==> src/rtl/core/swmm_pkg.sv <==
// swmm_pkg: shared types and constants for the sliding window mean/median filter
// no dependencies
`timescale 1ns / 1ps
package swmm_pkg;
   localparam int SAMPLE_W = 12;
   typedef logic [SAMPLE_W-1:0] sample_type;
   localparam logic [1:0] CSR_FILTER_MODE = 2'd0;
   localparam logic MODE_MEAN   = 1'b0;
   localparam logic MODE_MEDIAN = 1'b1;
endpackage

==> src/rtl/core/sliding_window_mean_median_filter.sv <==
// sliding_window_mean_median_filter: windowed mean or median of 12-bit samples
// depends on swmm_pkg; holds the sample ring and a sorted copy in two memories
//
// first word: a window fill writes it into every ring and sorted slot; later words
// read the oldest sample, then one merge sweep over the sorted memory and a tail write
// one word in flight, taken only when idle; a stalled result holds the filter in its
// done state with the input not ready, and the result before it in the output register
// reset: synchronous, active high; clears mode, sets first-word flag, no memory pass
`timescale 1ns / 1ps
module sliding_window_mean_median_filter #(
   parameter int WINDOW = 50
) (
   input  logic                  clock,
   input  logic                  reset,
   input  logic                  req_valid,
   output logic                  req_ready,
   input  swmm_pkg::sample_type  req_sample,
   output logic                  rsp_valid,
   input  logic                  rsp_ready,
   output swmm_pkg::sample_type  rsp_filtered_value,
   input  logic                  csr_psel,
   input  logic                  csr_penable,
   input  logic                  csr_pwrite,
   input  logic [1:0]            csr_paddr,
   input  logic [31:0]           csr_pwdata,
   output logic [31:0]           csr_prdata,
   output logic                  csr_pready
);
   import swmm_pkg::*;

   localparam int IW = (WINDOW > 1) ? $clog2(WINDOW) : 1;
   localparam int SUMW = SAMPLE_W + $clog2(WINDOW + 1);
   localparam int SHW = SUMW + $clog2(WINDOW);
   localparam int RW = SUMW + 1;
   localparam int PRODW = 2 * SUMW + 1;
   localparam logic [IW-1:0] LAST = IW'(WINDOW - 1);
   localparam logic [IW-1:0] MLO = IW'(WINDOW / 2 - 1);
   localparam logic [IW-1:0] MHI = IW'(WINDOW / 2);
   localparam logic [SUMW-1:0] WIN_SUM = SUMW'(WINDOW);
   // reciprocal of WINDOW, exact floor division for any window sum
   localparam longint RECIP_L =
      ((longint'(1) <<< SHW) + longint'(WINDOW) - 1) / longint'(WINDOW);
   localparam logic [RW-1:0] RECIP = RW'(RECIP_L);

   typedef enum logic [2:0] {
      ST_IDLE, ST_FILL, ST_RDOLD, ST_SWEEP, ST_TAIL, ST_DONE
   } state_type;

   state_type       state_ff;
   logic            mode_ff, first_ff;
   logic [IW-1:0]   head_ff;          // ring slot of the oldest sample
   logic [IW-1:0]   ptr_ff;
   sample_type      new_ff, carry_ff, lo_ff, hi_ff;
   logic            rm_ff;            // oldest word already dropped from the sorted copy
   logic [SUMW-1:0] sum_ff;
   logic            rsp_valid_ff;
   sample_type      rsp_ff;

   // memories
   sample_type ring_mem [WINDOW];
   sample_type sort_mem [WINDOW];
   logic           rwe, swe;
   logic [IW-1:0]  raddr, swa, sra;
   sample_type     rwd, swd, rrd_ff, srd_ff;

   always_ff @(posedge clock) begin
      if (rwe) ring_mem[raddr] <= rwd;
      rrd_ff <= ring_mem[raddr];
   end
   always_ff @(posedge clock) begin
      if (swe) sort_mem[swa] <= swd;
      srd_ff <= sort_mem[sra];
   end

   logic cfg_wr;
   assign cfg_wr = csr_psel && csr_penable && csr_pwrite && csr_pready;
   assign csr_pready = 1'b1;
   assign csr_prdata = (csr_paddr == CSR_FILTER_MODE) ? {31'd0, mode_ff} : 32'd0;

   assign req_ready = (state_ff == ST_IDLE);
   assign rsp_valid = rsp_valid_ff;
   assign rsp_filtered_value = rsp_ff;

   logic rsp_free;
   assign rsp_free = !rsp_valid_ff || rsp_ready;

   logic [IW-1:0] ptr_nx;
   assign ptr_nx = (ptr_ff == LAST) ? '0 : ptr_ff + 1'b1;

   // merge sweep: rrd_ff holds the oldest sample, srd_ff the sorted entry ptr_ff
   logic       drop;
   sample_type merge_lo, merge_hi;
   assign drop = !rm_ff && (srd_ff == rrd_ff);
   assign merge_lo = (srd_ff < carry_ff) ? srd_ff : carry_ff;
   assign merge_hi = (srd_ff < carry_ff) ? carry_ff : srd_ff;

   logic [PRODW-1:0]  mean_prod;
   logic [SAMPLE_W:0] med_sum;
   sample_type        res_word;
   assign mean_prod = PRODW'(sum_ff) * PRODW'(RECIP);
   assign med_sum = {1'b0, lo_ff} + {1'b0, hi_ff};
   assign res_word = (mode_ff == MODE_MEDIAN) ? med_sum[SAMPLE_W:1]
                                              : mean_prod[SHW +: SAMPLE_W];

   always_comb begin
      rwe = 1'b0; rwd = new_ff; raddr = head_ff;
      swe = 1'b0; swd = new_ff; swa = ptr_ff; sra = '0;
      unique case (state_ff)
         ST_FILL: begin
            rwe = 1'b1; raddr = ptr_ff; swe = 1'b1;
         end
         ST_SWEEP: begin
            sra = ptr_nx;
            // entries after the dropped one move down a slot
            if (!drop) begin
               swe = 1'b1;
               swa = rm_ff ? ptr_ff - 1'b1 : ptr_ff;
               swd = merge_lo;
            end
         end
         ST_TAIL: begin
            rwe = 1'b1; swe = 1'b1; swa = LAST; swd = carry_ff;
         end
         default: ;
      endcase
   end

   always_ff @(posedge clock) begin
      if (reset) begin
         state_ff <= ST_IDLE;
         mode_ff <= MODE_MEAN;
         first_ff <= 1'b1;
         head_ff <= '0;
         ptr_ff <= '0;
         rm_ff <= 1'b0;
         rsp_valid_ff <= 1'b0;
      end else begin
         if (cfg_wr && csr_paddr == CSR_FILTER_MODE) mode_ff <= csr_pwdata[0];
         if (state_ff == ST_DONE && rsp_free) begin
            rsp_valid_ff <= 1'b1;
            rsp_ff <= res_word;
         end else if (rsp_ready) begin
            rsp_valid_ff <= 1'b0;
         end
         // middle entries are caught as they are written
         if (swe && swa == MLO) lo_ff <= swd;
         if (swe && swa == MHI) hi_ff <= swd;
         unique case (state_ff)
            ST_IDLE: begin
               if (req_valid && req_ready) begin
                  new_ff <= req_sample;
                  carry_ff <= req_sample;
                  ptr_ff <= '0;
                  rm_ff <= 1'b0;
                  state_ff <= first_ff ? ST_FILL : ST_RDOLD;
               end
            end
            ST_FILL: begin
               ptr_ff <= ptr_nx;
               if (ptr_ff == LAST) begin
                  first_ff <= 1'b0;
                  sum_ff <= SUMW'(new_ff) * WIN_SUM;
                  state_ff <= ST_DONE;
               end
            end
            ST_RDOLD: state_ff <= ST_SWEEP;
            ST_SWEEP: begin
               if (drop) rm_ff <= 1'b1;
               else carry_ff <= merge_hi;
               ptr_ff <= ptr_nx;
               if (ptr_ff == LAST) state_ff <= ST_TAIL;
            end
            ST_TAIL: begin
               head_ff <= (head_ff == LAST) ? '0 : head_ff + 1'b1;
               sum_ff <= sum_ff + SUMW'(new_ff) - SUMW'(rrd_ff);
               state_ff <= ST_DONE;
            end
            ST_DONE: begin
               if (rsp_free) state_ff <= ST_IDLE;
            end
            default: state_ff <= ST_IDLE;
         endcase
      end
   end

   assert property (@(posedge clock) disable iff (reset)
      rsp_valid_ff && !rsp_ready |=> rsp_valid_ff && $stable(rsp_ff))
      else $error("result word changed while stalled");
   assert property (@(posedge clock) disable iff (reset)
      req_valid && req_ready |=> state_ff != ST_IDLE)
      else $error("accepted word left no work");
   assert property (@(posedge clock) disable iff (reset)
      state_ff == ST_FILL |-> first_ff)
      else $error("window fill after first word");
   assert property (@(posedge clock) disable iff (reset)
      state_ff == ST_TAIL |-> rm_ff)
      else $error("oldest word missing from sorted copy");
   assert property (@(posedge clock) disable iff (reset)
      head_ff <= LAST)
      else $error("ring head out of range");
endmodule
==> config.mk <==
export PLATFORM = sky130hd
export DESIGN_NAME = sliding_window_mean_median_filter
export DESIGN_NICKNAME = d
export VERILOG_FILES = /design/src/rtl/core/swmm_pkg.sv /design/src/rtl/core/sliding_window_mean_median_filter.sv
export SDC_FILE = /design/constraint.sdc
export NUM_CORES = 2
export LEC_CHECK = 0
export BUFFER_PORTS_ARGS = -buffer_cell sky130_fd_sc_hd__buf_2
export CAP_MARGIN = 10
export CORE_ASPECT_RATIO = 0.7
export CORE_MARGIN = 3
export CORE_UTILIZATION = 50
export DETAILED_ROUTE_END_ITERATION = 8
export HOLD_SLACK_MARGIN = 0.15
export PLACE_DENSITY = 0.63
export SYNTH_ARGS = -nofsm -noshare
export SYNTH_HDL_FRONTEND = slang
export SYNTH_SLANG_ARGS = --single-unit
export TNS_END_PERCENT = 100
==> constraint.sdc <==
create_clock -name clock -period 12.1 [get_ports clock]
set_input_delay 0.605 -clock clock [delete_from_list [all_inputs] [get_ports clock]]
set_output_delay 0.605 -clock clock [all_outputs]
set_load 0.03 [all_outputs]
After elaboration in Yosys (flattened, before gate mapping)
Memories as Yosys holds them, arrays and structs flattened. A register that Yosys moved wholly into a read port is not among the register bits.
Index checks and enable logic that the tools add are counted.
Widths: inputs -> output; s select.
Storage, ports and cells
  register bits: 97
  bits in latches: 0
  bits in writable memories: 1200
  bits in read-only memories: 0
  input port bits: 53
  output and inout port bits: 47
  word-level logic and storage cells: 109
  memories kept: 2
Cells by class
  add/sub/neg operators: 6
  multipliers: 2
  div/mod/pow operators: 0
  order comparisons: 1
  equal/unequal tests: 17
  shift operators: 0
  multiplexer cells: 38
  bitwise logic cells: 1
  reductions and logical operators: 29
Memories
  ring_mem: words 50, width 12, rd ports 1, clocked after memory_dff 1, wr ports 1, RTL line sliding_window_mean_median_filter.sv:60  | sample_type ring_mem [WINDOW];
  sort_mem: words 50, width 12, rd ports 1, clocked after memory_dff 1, wr ports 1, RTL line sliding_window_mean_median_filter.sv:61  | sample_type sort_mem [WINDOW];
Operator list (count)
  $mux 12: 6
  $pmux 12 s2: 2
  $mux 6: 7
  $mul 18x19->36 const B: 1
  $pmux 18 s2: 1
  $pmux 6 s2: 2
  $add 18x12->18: 1
  $mux 18: 1
  $pmux 3 s6: 1
  $sub 18x12->18: 1
  $mul 12x5->17 const B: 1
  $add 12x12->13: 1
  $add 6x1->6 const B: 2
  $eq 12x12->1: 1
  $eq 6x5->1 const B: 2
  $eq 6x6->1 const B: 2
  $lt 12x12->1: 1
  $mux 3: 4
  $ne 2x2->1 const B: 6
  $mux 1: 11
  $reduce_and 2->1: 5
  $reduce_and 3->1: 3
  $logic_and 1x1->1: 8
  $reduce_bool 2->1: 4
  other kinds (15): 20

Logic depth before layout (Yosys ltp)
  word-level depth: 7
  mapped depth: 23
  depth with buffers taken out: 23

Worst setup path after synthesis
Ideal clock, no wire load.
  kind: reg2reg
  from: register sum_ff[7]
  to: register rsp_ff[11], in the netlist rsp_filtered_value[11] (data pin)
  setup time: 0.259 ns
  arrival time: 6.096 ns
  required time: 11.841 ns
  setup slack: 5.745 ns
  cell stages (with the launch flop): 21
  path buffers: 0
  period minus slack after synthesis: 6.355 ns
  cells stage by stage: edfxtp_1 fa_1 inv_1 fa_1 inv_1 fa_1 fa_1 fa_1 inv_1 fa_1 inv_1 ha_1 and4_4 a221o_1 a21oi_1 nand4_1 o221a_4 a31o_4 a311o_1 o311a_1 o31a_1
Between the ends
  longest elaborated chain between the ends: 2
Ends and longest elaborated chain
  start, declared: RTL line sliding_window_mean_median_filter.sv:55  | logic [SUMW-1:0] sum_ff;
  start signal, assigned: RTL line sliding_window_mean_median_filter.sv:162  | sum_ff <= SUMW'(new_ff) * WIN_SUM;
  start signal, assigned: RTL line sliding_window_mean_median_filter.sv:175  | sum_ff <= sum_ff + SUMW'(new_ff) - SUMW'(rrd_ff);
  $mul 18x19->36: RTL line sliding_window_mean_median_filter.sv:100  | assign mean_prod = PRODW'(sum_ff) * PRODW'(RECIP);
  $mux 12: RTL line sliding_window_mean_median_filter.sv:102  | assign res_word = (mode_ff == MODE_MEDIAN) ? med_sum[SAMPLE_W:1]
  named net res_word[11]: RTL line sliding_window_mean_median_filter.sv:99  | sample_type res_word;
  end signal, assigned: RTL line sliding_window_mean_median_filter.sv:141  | rsp_ff <= res_word;
  end, declared: RTL line sliding_window_mean_median_filter.sv:57  | sample_type rsp_ff;
The timed path passes the listed nets, and every way through them passes these cells.
A chain may end at the register's enable or synchronous reset.

Worst setup path after layout
  from: register sum_ff[9]
  to: register rsp_ff[11], in the netlist rsp_filtered_value[11] (data pin)
The elaborated chain is that of the path after synthesis.

==> results.toml <==
[timing]
fmax_mhz = 145
whs_ns = 0.304
slew_headroom_pct = 15.1
setup_viol = 0
report.final.slew_viol_count = 0
tightestPinTransition_ns = 1.27
fin_worst_skew_ns = 0.0731
grt_setup_unrepaired = "false"
period_needed_ns = 6.92
min_period_over_period_pct = 57.2
hold_viol = 0
fin_setup_tns_ns = 0

[placement]
io_buffers = 36
place_area_um2 = 61300
gp_congestion = 0.857
hpwl_um = 94100

[clock_tree]
cts_buffers = 120
cts-resized-gates = 0
clock_tree.buffer_depth = 3
root_buffer = "clkbuf_16"
post_cts_buffers = 0
clock_latency_ns = 0.75
htreeDepth = 3
clock-sinks = 1321
path_clk_slew_ns = 0.06
holdBufCountCts = 14
cts_tree = "built"

[critical_path]
critPathLaunch = "sum_ff[9]"
rr_worst_depth = 18
timing.critical_path.cells = "fa_1 -> fa_1 -> fa_1 -> fa_1 -> fa_1 -> inv_1 -> fa_1 -> inv_1 -> ha_1 -> nand4_1 -> nor2_1 -> nor4b_1 -> o221a_4 -> a31o_4 -> a311o_1 -> a21o_1 -> a211oi_2 -> o31a_1"
crit_path_frequent_cell = "fa_1"
crit_end = "rsp_filtered_value[11]"
critPathArrivalTime_ns = 7.35
worstReg2RegStart = "sum_ff[9]"
critPathMaxFanout = 8
startpoint_type = "flip-flop"
r2r_slack_ns = 5.18
r2r_end = "rsp_filtered_value[11]"
max_stage_delay_ns = 0.78
cp-end-kind = "flip-flop"
cp.required_ns = 12.53
cp_slowest_cell = "nor4b_1"
path_class = "reg2reg"

[synth]
synth_seq_area_share_pct = 66.5
synth-main-ff-cell = "edfxtp_1"
yosys_warnings = 0
synth-edff-count = 1278
ys_seq_elements = 1321
syn_area_um2 = 59000
syn_inst = 4284
ys_async_sr_fraction_pct = 0
synth.distinct_cells = 70
syn_avg_cell_area_um2 = 13.8

[detailed_routing]
wl_met3_um = 15400
highest_layer = "met5"
drt-total-wl_um = 152000
wl_met1_um = 69000
dr_wl_met2_um = 64700
antenna_left = 0
wl_per_cell_um = 25.2
drt_iter0_drc = 4318
num_vias = 35900
drt-vias-per-instance = 5.95
drc = 0
first_pass_iters = 6

[die]
ioPinCount = 100
rows = 104
die_w_um = 417
die_area_um2 = 122000
die_y_um = 293
fp.coreArea_um2 = 116000
initial_core_util_pct = 50.8

[layout]
multiInputGateArea_um2 = 17800
final_area_um2 = 65500
layout-drive-gt1-share_pct = 9.04
num-fill-cells = 9304
area_delta_synth_final_pct = 11.0
seq_area_um2 = 39200
final_nets = 4811

[outcome]
status = "finished, final reports clean"

[global_routing]
antenna_found_initial = 8
grt_overflow = 0
grt_pass1_vias = 33705
grt_pass1_wl_um = 224000
grt_max_degree = 192
gr-usage-all-layers_pct = 24.6

[power_and_ir_drop]
power-per-cell-area_nw_per_um2 = 144
ir_drop_mv = 0.138
total_power_uw = 9440
total_leakage_power_uw = 0.0236

[min_path]
worstHoldPathType = "in2reg"

[flow_run]
drv_cap = 0
==> critical path: cells and delay by family (launching register included) <==
kind	cells	cell delay, ns
AO/OA/AOI/OAI	6	1.33
flip-flops	1	0.65
buffers and inverters	2	0.09
adder cells (fa/ha/maj)	7	3.47
AND/OR/NAND/NOR	3	1.11
==> final cells by class <==
class	count	share of cell area, %
clock buffer	150	4.90
tap	1537	2.94
inverter	300	1.72
timing repair buffer	186	2.10
multi-input combinational	2458	27.2
antenna	7	0.0268
sequential	1321	59.9
clock inverter	78	1.18
==> layer usage <==
layer,global-route usage (%),vias up
li1,-,16148
met1,38.1,17981
met2,34.4,1545
met3,6.56,220
met4,6.08,6
met5,0,-
==> flip-flops by register name, indices dropped and copies added (netlist names) <==
register            cells
hi_ff                  12
lo_ff                  12
mode_ff                 1
rsp_valid               1
rm_ff                   1
sum_ff                 18
new_ff                 12
rsp_filtered_value     12
state_ff                3
ptr_ff                  6
srd_ff                 12
ring_mem              600
rrd_ff                 12
carry_ff               12
sort_mem              600
first_ff                1
head_ff                 6
==> Yosys cell counts, types with 6 or more instances <==
cell type | count | share of area, %
a211oi_1 | 6 | 0.076
a21o_1 | 23 | 0.29
a21oi_1 | 58 | 0.49
a221o_1 | 13 | 0.22
a221oi_1 | 33 | 0.49
a22o_1 | 32 | 0.48
a22oi_1 | 230 | 2.9
a31oi_1 | 112 | 1.2
a32oi_1 | 24 | 0.36
a41oi_1 | 32 | 0.48
and2_1 | 6 | 0.064
and3_1 | 94 | 1.0
buf_1 | 26 | 0.17
buf_2 | 53 | 0.45
buf_4 | 33 | 0.42
clkbuf_1 | 123 | 0.78
dfxtp_1 | 43 | 1.5
edfxtp_1 | 1278 | 65
fa_1 | 136 | 4.6
ha_1 | 235 | 5.0
inv_1 | 300 | 1.9
mux2_2 | 13 | 0.25
mux2i_1 | 54 | 0.92
nand2_1 | 624 | 4.0
nand2b_1 | 15 | 0.16
nand3_1 | 107 | 0.91
nand4_1 | 41 | 0.43
nor2_1 | 197 | 1.3
nor2b_1 | 14 | 0.15
nor3_1 | 24 | 0.20
nor4_1 | 15 | 0.16
o2111ai_1 | 25 | 0.37
o211ai_1 | 14 | 0.18
o21a_1 | 15 | 0.19
o21ai_0 | 29 | 0.25
o21ai_1 | 26 | 0.22
o21bai_1 | 7 | 0.089
o22a_1 | 12 | 0.18
o22ai_1 | 27 | 0.29
o31ai_1 | 13 | 0.17
or3_1 | 9 | 0.095
xnor2_1 | 38 | 0.56
xor2_1 | 28 | 0.42
==> worst min path at each step <==
stage	start	end	cells after the start
2_1_floorplan	first_ff	first_ff	2
3_3_place_gp	first_ff	first_ff	2
3_5_place_dp	first_ff	first_ff	2
4_1_cts	csr_penable	mode_ff	4
5_1_grt	csr_penable	mode_ff	4
6_report	csr_penable	mode_ff	4
==> layout by cell type (no fill, tap or decap), drive strengths merged, types with 25 or more instances in the layout <==
| cell type | n |
|---|---|
| nand3 | 107 |
| a22oi | 230 |
| fa | 136 |
| a31oi | 112 |
| a41oi | 32 |
| o21ai | 55 |
| nor2 | 197 |
| clkbuf | 151 |
| a22o | 32 |
| mux2i | 54 |
| buf | 171 |
| nand2 | 624 |
| edfxtp | 1278 |
| ha | 235 |
| o2111ai | 25 |
| xor2 | 28 |
| dfxtp | 43 |
| inv | 304 |
| a221oi | 33 |
| nand4 | 41 |
| o22ai | 27 |
| xnor2 | 38 |
| a21oi | 58 |
| conb | 32 |
| clkinv | 57 |
| and3 | 94 |
==> report_power, final <==
part / switching (uW) / leakage [uW] / internal, uW / total (uW)
clock network: 1680 / 0.00195 / 2160 / 3840
logic: 354 / 0.00979 / 170 / 523
registers: 30.5 / 0.0119 / 5040 / 5070
total: 2070 / 0.0236 / 7370 / 9440
==> logic make-up after synthesis <==
kind of cell    count (synthesis)  share of synthesized area, %
other cells                     2                        0.0127
flops                        1321                          66.5
buf+inv                       535                          3.73
simple gates                 1163                          8.61
compound gates                759                          9.41
fa+ha+maj                     371                          9.60
mux                            67                          1.16
xor+xnor                       66                         0.980
==> metrics by stage <==
step / utilization, % / std cells / worst slack [ns]
detailed placement: 52.8 / 5781 / 5.21
CTS: 56.3 / 6023 / 5.20
global route: 56.4 / 6030 / 4.93
global placement: 52.8 / 5781 / 5.25
floorplan: - / 4314 / 5.75
finish: 56.4 / 6037 / 5.18
No activity file was read; power rests on OpenSTA's default activity.
